File: config.mk
export PLATFORM = sky130hd
export DESIGN_NAME = h264_rtp_nal_depacketizer
export DESIGN_NICKNAME = d
export VERILOG_FILES = /design/src/hw/rtl/h264rtp_pkg.sv /design/src/hw/rtl/h264_rtp_nal_depacketizer.sv /design/src/hw/rtl/h264rtp_front.sv /design/src/hw/rtl/h264rtp_queue.sv /design/src/hw/rtl/h264rtp_back.sv
export SDC_FILE = /design/constraint.sdc
export NUM_CORES = 1
export LEC_CHECK = 0
export ABC_AREA = 1
export BUFFER_PORTS_ARGS = -buffer_cell sky130_fd_sc_hd__buf_2
export CAP_MARGIN = 20
export CORE_MARGIN = 8
export CORE_UTILIZATION = 37
export DETAILED_ROUTE_END_ITERATION = 6
export SLEW_MARGIN = 20
export SYNTH_ARGS = -nofsm -noshare
export SYNTH_HDL_FRONTEND = slang
export SYNTH_SLANG_ARGS = --single-unit
File: constraint.sdc
create_clock -name clk -period 2.6 [get_ports clk]
set_input_delay 0.26 -clock clk [delete_from_list [all_inputs] [get_ports clk]]
set_output_delay 0.26 -clock clk [all_outputs]
set_load 0.005 [all_outputs]
File: src/hw/rtl/h264rtp_pkg.sv
// Shared types and codes for the H.264 RTP to Annex-B depacketizer.
package h264rtp_pkg;

  // One payload byte from the RTP receive path
  typedef struct packed {
    logic [7:0] payload_byte;
    logic       first_of_packet;
    logic       last_of_packet;
  } in_item_t;

  // One byte of the Annex-B output stream
  typedef struct packed {
    logic [7:0] out_byte;
    logic       run_last;
    logic       packet_end;
  } out_item_t;

  // Emit commands passed from the classifier to the emitter
  localparam logic [1:0] KIND_PASS   = 2'd0;  // the byte alone
  localparam logic [1:0] KIND_START3 = 2'd1;  // 00 00 01 then the byte
  localparam logic [1:0] KIND_START4 = 2'd2;  // 00 00 00 01 then the byte

  typedef struct packed {
    logic [1:0] kind;
    logic [7:0] data;
    logic       last;
  } cmd_t;

  // Header field masks and NAL unit types
  localparam logic [7:0] HDR_TYPE_FIELD = 8'h1f;
  localparam logic [7:0] HDR_FNRI_FIELD = 8'he0;
  localparam logic [7:0] FU_START_MASK  = 8'h80;
  localparam logic [4:0] TYPE_FU_A      = 5'd28;
  localparam logic [4:0] TYPE_SEI       = 5'd6;

  // Command queue depth
  localparam int QUEUE_DEPTH = 2;

endpackage

File: src/hw/rtl/h264_rtp_nal_depacketizer.sv
// H.264 RTP payload depacketizer: top level, classifier, queue and emitter.
//
// Input channel pkt_*: one RTP payload byte per item (RTP header already
// stripped), marked first_of_packet and last_of_packet. Output channel nal_*:
// the Annex-B byte stream, one byte per item. run_last flags the final byte
// caused by an input item; packet_end also flags it when that input closed
// a packet. An FU-A indicator byte and an FU header without start bit cause
// no output.
// With an empty queue and an idle receiver, the first byte caused by an input
// item is registered in the command queue and then in the output register.
// Throughput: one output byte per cycle while the receiver is ready, set by
// the single output register. Pass-through bytes therefore flow at one item
// per cycle; a packet start becomes five bytes (four for SEI and FU-A starts)
// in the emitter, and the two-entry queue accepts one more command meanwhile.
// Reset (rst, synchronous): clears packet position, fragment flag, queue and
// output valid; the next byte is taken as a packet's first byte.
// When the receiver stalls, the output byte holds, the queue fills and then
// pkt_ready drops until the emitter drains a command.
module h264_rtp_nal_depacketizer (
  input  logic                   clk,
  input  logic                   rst,
  input  logic                   pkt_valid,
  output logic                   pkt_ready,
  input  h264rtp_pkg::in_item_t  pkt_data,
  output logic                   nal_valid,
  input  logic                   nal_ready,
  output h264rtp_pkg::out_item_t nal_data
);

  logic              push_valid;
  logic              push_ready;
  h264rtp_pkg::cmd_t push_cmd;
  logic              pop_valid;
  logic              pop_ready;
  h264rtp_pkg::cmd_t pop_cmd;

  h264rtp_front u_front (
    .clk        (clk),
    .rst        (rst),
    .pkt_valid  (pkt_valid),
    .pkt_ready  (pkt_ready),
    .pkt_data   (pkt_data),
    .push_valid (push_valid),
    .push_ready (push_ready),
    .push_cmd   (push_cmd)
  );

  h264rtp_queue u_queue (
    .clk        (clk),
    .rst        (rst),
    .push_valid (push_valid),
    .push_ready (push_ready),
    .push_cmd   (push_cmd),
    .pop_valid  (pop_valid),
    .pop_ready  (pop_ready),
    .pop_cmd    (pop_cmd)
  );

  h264rtp_back u_back (
    .clk       (clk),
    .rst       (rst),
    .pop_valid (pop_valid),
    .pop_ready (pop_ready),
    .pop_cmd   (pop_cmd),
    .nal_valid (nal_valid),
    .nal_ready (nal_ready),
    .nal_data  (nal_data)
  );

endmodule

File: src/hw/rtl/h264rtp_front.sv
// Classifier: accepts payload bytes, tracks packet position, issues emit commands.
module h264rtp_front (
  input  logic                  clk,
  input  logic                  rst,
  input  logic                  pkt_valid,
  output logic                  pkt_ready,
  input  h264rtp_pkg::in_item_t pkt_data,
  output logic                  push_valid,
  input  logic                  push_ready,
  output h264rtp_pkg::cmd_t     push_cmd
);

  localparam logic [1:0] POS_HEADER = 2'd0;
  localparam logic [1:0] POS_FU_HDR = 2'd1;
  localparam logic [1:0] POS_PASS   = 2'd2;

  logic [1:0] byte_position;
  logic [1:0] byte_position_next;
  logic [7:0] held_header;
  logic [7:0] held_header_next;
  logic       is_fragment;
  logic       is_fragment_next;
  logic       accept;
  logic       emit;
  logic [4:0] nal_type;

  assign pkt_ready = push_ready;
  assign accept    = pkt_valid && pkt_ready;
  assign nal_type  = pkt_data.payload_byte[4:0];

  // Classify the byte and pick the command
  always_comb begin
    byte_position_next = byte_position;
    held_header_next   = held_header;
    is_fragment_next   = is_fragment;
    emit               = 1'b0;
    push_cmd.kind      = h264rtp_pkg::KIND_PASS;
    push_cmd.data      = pkt_data.payload_byte;
    push_cmd.last      = pkt_data.last_of_packet;
    if (pkt_data.first_of_packet || byte_position == POS_HEADER) begin
      if (nal_type == h264rtp_pkg::TYPE_FU_A) begin
        held_header_next   = pkt_data.payload_byte;
        is_fragment_next   = 1'b1;
        byte_position_next = POS_FU_HDR;
      end else begin
        is_fragment_next   = 1'b0;
        byte_position_next = POS_PASS;
        emit               = 1'b1;
        push_cmd.kind      = (nal_type == h264rtp_pkg::TYPE_SEI) ?
                             h264rtp_pkg::KIND_START3 : h264rtp_pkg::KIND_START4;
      end
    end else if (byte_position == POS_FU_HDR && is_fragment) begin
      byte_position_next = POS_PASS;
      // Rebuild the NAL header only on a start fragment
      if ((pkt_data.payload_byte & h264rtp_pkg::FU_START_MASK) != 8'h00) begin
        emit          = 1'b1;
        push_cmd.kind = h264rtp_pkg::KIND_START3;
        push_cmd.data = (held_header & h264rtp_pkg::HDR_FNRI_FIELD) |
                        (pkt_data.payload_byte & h264rtp_pkg::HDR_TYPE_FIELD);
      end
    end else begin
      byte_position_next = POS_PASS;
      emit               = 1'b1;
    end
    if (pkt_data.last_of_packet) begin
      byte_position_next = POS_HEADER;
      is_fragment_next   = 1'b0;
    end
  end

  assign push_valid = pkt_valid && emit;

  // Advance packet state on each accepted item
  always_ff @(posedge clk) begin
    if (rst) begin
      byte_position <= POS_HEADER;
      held_header   <= 8'h00;
      is_fragment   <= 1'b0;
    end else if (accept) begin
      byte_position <= byte_position_next;
      held_header   <= held_header_next;
      is_fragment   <= is_fragment_next;
    end
  end

endmodule

File: src/hw/rtl/h264rtp_queue.sv
// Two-entry command queue between classifier and emitter.
module h264rtp_queue (
  input  logic              clk,
  input  logic              rst,
  input  logic              push_valid,
  output logic              push_ready,
  input  h264rtp_pkg::cmd_t push_cmd,
  output logic              pop_valid,
  input  logic              pop_ready,
  output h264rtp_pkg::cmd_t pop_cmd
);

  localparam int PtrW = $clog2(h264rtp_pkg::QUEUE_DEPTH);
  localparam int CntW = $clog2(h264rtp_pkg::QUEUE_DEPTH + 1);

  h264rtp_pkg::cmd_t entries [h264rtp_pkg::QUEUE_DEPTH];
  logic [PtrW-1:0]   wr_ptr;
  logic [PtrW-1:0]   rd_ptr;
  logic [CntW-1:0]   count;
  logic              do_push;
  logic              do_pop;

  assign push_ready = count != CntW'(h264rtp_pkg::QUEUE_DEPTH);
  assign pop_valid  = count != '0;
  assign pop_cmd    = entries[rd_ptr];
  assign do_push    = push_valid && push_ready;
  assign do_pop     = pop_valid && pop_ready;

  // Store pushed commands
  always_ff @(posedge clk) begin
    if (do_push) begin
      entries[wr_ptr] <= push_cmd;
    end
  end

  // Track pointers and fill level
  always_ff @(posedge clk) begin
    if (rst) begin
      wr_ptr <= '0;
      rd_ptr <= '0;
      count  <= '0;
    end else begin
      if (do_push) begin
        wr_ptr <= (wr_ptr == PtrW'(h264rtp_pkg::QUEUE_DEPTH - 1)) ? '0 : wr_ptr + 1'b1;
      end
      if (do_pop) begin
        rd_ptr <= (rd_ptr == PtrW'(h264rtp_pkg::QUEUE_DEPTH - 1)) ? '0 : rd_ptr + 1'b1;
      end
      if (do_push && !do_pop) begin
        count <= count + 1'b1;
      end else if (do_pop && !do_push) begin
        count <= count - 1'b1;
      end
    end
  end

endmodule

File: src/hw/rtl/h264rtp_back.sv
// Emitter: expands each command into start code bytes and the payload byte.
module h264rtp_back (
  input  logic                   clk,
  input  logic                   rst,
  input  logic                   pop_valid,
  output logic                   pop_ready,
  input  h264rtp_pkg::cmd_t      pop_cmd,
  output logic                   nal_valid,
  input  logic                   nal_ready,
  output h264rtp_pkg::out_item_t nal_data
);

  logic [2:0]             step;
  logic [2:0]             run_len;
  logic                   can_load;
  logic                   load;
  logic                   at_end;
  h264rtp_pkg::out_item_t item_next;

  // Result count for the head command
  always_comb begin
    case (pop_cmd.kind)
      h264rtp_pkg::KIND_PASS:   run_len = 3'd1;
      h264rtp_pkg::KIND_START3: run_len = 3'd4;
      h264rtp_pkg::KIND_START4: run_len = 3'd5;
      default:                  run_len = 3'd1;
    endcase
  end

  assign can_load  = !nal_valid || nal_ready;
  assign load      = pop_valid && can_load;
  assign at_end    = step == run_len - 3'd1;
  assign pop_ready = load && at_end;

  // Pick the byte for this step: zeros, then 01, then the data byte
  always_comb begin
    item_next.run_last   = at_end;
    item_next.packet_end = at_end && pop_cmd.last;
    if (at_end) begin
      item_next.out_byte = pop_cmd.data;
    end else if (step == run_len - 3'd2) begin
      item_next.out_byte = 8'h01;
    end else begin
      item_next.out_byte = 8'h00;
    end
  end

  // Advance the step counter
  always_ff @(posedge clk) begin
    if (rst) begin
      step <= 3'd0;
    end else if (load) begin
      step <= at_end ? 3'd0 : step + 3'd1;
    end
  end

  // Hold the output register until the receiver takes it
  always_ff @(posedge clk) begin
    if (rst) begin
      nal_valid <= 1'b0;
    end else if (can_load) begin
      nal_valid <= pop_valid;
    end
  end

  always_ff @(posedge clk) begin
    if (load) begin
      nal_data <= item_next;
    end
  end

endmodule

==> results.md <==
Die:
- For this configuration, the core starts out at a cell density of 37.77%.
- The count of standard-cell rows is 27.
- The y dimension of the die is between 90 and 100 um.
- The region available for standard cell placement spans 5439 um2.
- In this run the count of I/O pins placed on the die edge is 26.
- The die covers about 8200 um2.
- The die is 90.52 um wide.

Run status:
- The run finished with clean final reports.

Logic synthesis:
- The number of distinct standard cells referenced by the synthesized netlist is 29.
- After synthesis, the mean cell area works out to 9.737 um2.
- The largest total area in the synthesized netlist belongs to sky130_fd_sc_hd__edfxtp_1.
- The synthesized design contains 47 register bits.
- For this run, the number of Yosys warnings is 0.
- Synthesis produced a netlist with a net count of 229.
- By area the synthesized netlist is led by sky130_fd_sc_hd__edfxtp_1 (47%), sky130_fd_sc_hd__dfxtp_1 (15%), sky130_fd_sc_hd__nand2_1 (9.1%).
- The share of synthesized area in the top cell type comes to 46.77%.
- The number of cells produced by synthesis is 211.
- The sequential area share after synthesis is between 60 and 70%.
- Summing every instance area after synthesis gives approximately 2100 um2.

Pwr:
- Dividing total power by cell area gives a power density of 1035 nW/um2.
- The switching share of total power is 32.87%.
- IR analysis of the VDD net gives a maximum drop of roughly 320 uV.
- The clock network is responsible for 21.7% of the overall power.
- The internal portion of the total power is ~1.7 mW.
- Combinational logic burns between 30% and 40% of the power.
- The design draws approximately 2.5 mW.
- The relative contribution of sequential cells to total power is 44.9%.
- The power spent charging and discharging nets is 817.5 uW.
- The standby leakage power is 1.019 nW.

Layout:
- Summing all non-filler instances in the final layout gives an area of approximately 2400 um2.
- The utilization after layout is 44.19%.
- The fraction of final layout cells with drive strength greater than 1 is 23.98%.
- The repair_antennas step left the layout with diodes totalling 0.
- The net count of the finished layout is 263.
- From synthesis to final layout, the design area changed by 16.99%.
- The non-filler instance count after layout is 318.

Placed design:
- The cell count after placement is 310.
- The estimated wirelength of the detail-placed design is 2.609 mm.
- The number of buffers added on ports is 25.
- Summing all placed instances gives a cell area of about 2300 um2.
- Prior to clock tree synthesis, the placed netlist has a worst setup slack of 0.2358 ns.
- The last weighted congestion value of the routability-driven placer is roughly 0.74.

STA:
- Setup violations remaining at the end of the flow were counted as 0.
- The number of hold violations in the final report is 0.
- The setup skew after layout is 0.004819 ns.
- The worst hold slack is roughly 0.19 ns.
- Adding up every negative setup slack in the final design gives 0 ns.
- The headroom to the max-slew limit is 69.34%.
- Derived from the worst setup path, the maximum achievable clock frequency is 430.9 MHz.
- Setup repair after global routing left no endpoint under its margin.
- The final critical-path required period is roughly 2.3 ns.
- Setup slack closes at between 0.2 and 0.3 ns.
- For the pin with the worst max-slew slack, the measured transition is 0.4557 ns.
- The worst path uses between 80% and 90% of the clock period.
- The number of slew-limit violations in the final report was 0.

Clocking:
- CTS built an H-tree with a depth of 2.
- The post-CTS setup buffer count is 0.
- Hold repair after CTS inserted 0 buffers.
- TritonCTS built the clock tree.
- The tree is rooted in a sky130_fd_sc_hd__clkbuf_8.
- The clock sink count is 47.
- The maximum root-to-sink buffer count is 2.
- The clock latency at the later pin of the worst-skew pair is 0.29 ns.
- The number of buffers added by the clock tree synthesis step is 5.
- The clock slew seen by the registers of the worst setup and hold paths is about 0.080 ns.

Min path:
- The tightest min-delay check is of the input pin to flop type.
- For hold timing, the worst endpoint is u_back.nal_valid.
- The worst hold path begins at rst.
- The instance count along the most critical hold path is 2.

Route:
- Using the TritonRoute via totals, the vias-per-cell ratio works out to 4.428.
- After detailed routing, the total wire length is 3.481 mm.
- After the first detailed-routing iteration, the DRC count stood at 40.
- The antenna violation net count after detailed routing is 0.
- Across all layers, the routed design uses 1408 vias.
- Dividing the detail-routed wire length by the instance count gives roughly 11 um.
- The first detailed-routing pass took 4 iterations.
- After detailed routing, the number of remaining DRC violations is 0.

Worst setup path:
- The master of the slowest instance on the critical path is sky130_fd_sc_hd__dfxtp_1.
- The critical path in this run is classified as flop to flop.
- The worst setup path is launched from a flop.
- The end of the worst register-to-register path is u_queue.count[1].
- The required time of the critical path is 2.84 ns.
- The biggest cell delay along the critical path is 0.35 ns.
- Walking the worst path, the cells encountered are inv_2, or2_2, o21ai_0, inv_1, ha_1, inv_1, nand2_1, nand2_1, nand3_2, nor2_4, inv_1, ha_1, a21oi_1, o21ai_0, nand2_1, nand2_1, nor2_1.
- The critical path endpoint category is a flop.
- The path depth of the worst reg2reg path is 17.
- The cell that appears most often on the critical path is sky130_fd_sc_hd__nand2_1.
- Of all nets on the critical path, the largest fanout is 7.
- The worst register-to-register path has a setup slack of 0.28 ns.
- Data on the critical path arrives at its endpoint at 2.56 ns.

GRT:
- The first-pass GRT wire length is between 6 and 7 mm.
- The total grt overflow is 0.
- The number of antenna violations at the first check in global routing is 0.
- The number of global-route vias before repair is 1359.
- In the global route stage, overall resource usage came out at 9.000%.
- Entering global routing, the biggest net connects 15 pins.

Run:
- The tool flagged a number of max-cap violations equal to 0.
power by group through the flow:
stage / combinational (mW) / clock, mW / sequential, mW
2_1_floorplan: 0.568 / 0 / 1.14
5_1_grt: 0.955 / 0.587 / 1.13
3_5_place_dp: 0.847 / 0 / 1.13
3_3_place_gp: 0.833 / 0 / 1.13
4_1_cts: 0.850 / 0.559 / 1.12
6_report: 0.830 / 0.540 / 1.12
cells in the mapped netlist, drive strengths merged:
cell and instances:
clkinv 1, dfxtp 15, or2 2, a21oi 16
o21ai 10, ha 4, nand3 7, xor2 1
nand4 2, nor3 2, o21bai 1, nor2 31
inv 26, nand2 55, o31ai 1, buf 3
a22oi 1, edfxtp 32, nor4 1
registers in the layout, summed over array words and instances, names as in the netlist, named ones only:
name and count:
u_front.held_header 3, u_queue.entries 22, u_back.nal_data 10, u_back.nal_valid 1
u_back.step 3, u_queue.rd_ptr 1, u_queue.count 2, u_front.byte_position 2
u_front.is_fragment 1, u_queue.wr_ptr 1
layout by cell type (no fill, tap or decap), types with 6 or more instances in the layout:
cell,n
sky130_fd_sc_hd__o21ai_0,8
sky130_fd_sc_hd__edfxtp_1,32
sky130_fd_sc_hd__buf_2,25
sky130_fd_sc_hd__dfxtp_1,15
sky130_fd_sc_hd__a21oi_1,15
sky130_fd_sc_hd__nand2_1,50
sky130_fd_sc_hd__inv_1,21
sky130_fd_sc_hd__nand3_1,6
sky130_fd_sc_hd__clkbuf_8,6
sky130_fd_sc_hd__nor2_1,25
timing repair:
item / CTS / global route
setup endpoints to repair: 0 / 1
endpoints found under the hold margin: 0 / 0
gates resized for setup: 0 / 1
critical path: cells and delay by family (launching register included):
kind            cells  cell delay [ns]
fa+ha+maj           2             0.50
flops               1             0.35
simple gates        8             0.81
buf+inv             4             0.25
compound gates      3             0.35
cell type report:
type,count,area [um2]
Fill cell,547,3035
Sequential cell,47,1261
Multi-Input combinational cell,134,668.1
Timing Repair Buffer,30,162.7
Inverter,27,103.9
Tap cell,72,90.09
Clock buffer,6,82.58
Clock inverter,2,35.03
worst max path at each step:
stage	startpoint	end	slack (ns)
after floorplan	flop	u_queue.count[1]	0.32
after global placement	flop	u_queue.count[1]	0.36
after detailed placement	flop	u_queue.count[1]	0.24
after CTS	flop	u_queue.count[1]	0.22
after global routing	flop	u_queue.count[1]	0.02
final	flop	u_queue.count[1]	0.28
cell families (layout without fill, tap and decap cells):
logic type | count (synthesis) | in the layout | synth area share, %
adder cells (fa/ha/maj) | 4 | 4 | 2.436
flip-flops | 47 | 47 | 61.39
AND/OR/NAND/NOR | 100 | 100 | 21.50
AO/OA/AOI/OAI | 29 | 29 | 8.161
XOR/XNOR | 1 | 1 | 0.4264
buffers and inverters | 30 | 65 | 6.090
metal layers:
layer,vias to the layer above,global-route usage (%),wire length (um)
met3,2,3.491,193
met2,27,14.68,1623
met5,-,0,0
li1,753,-,-
met1,626,10.26,1623
met4,0,3.745,40
Power figures use the tool's default switching activity.
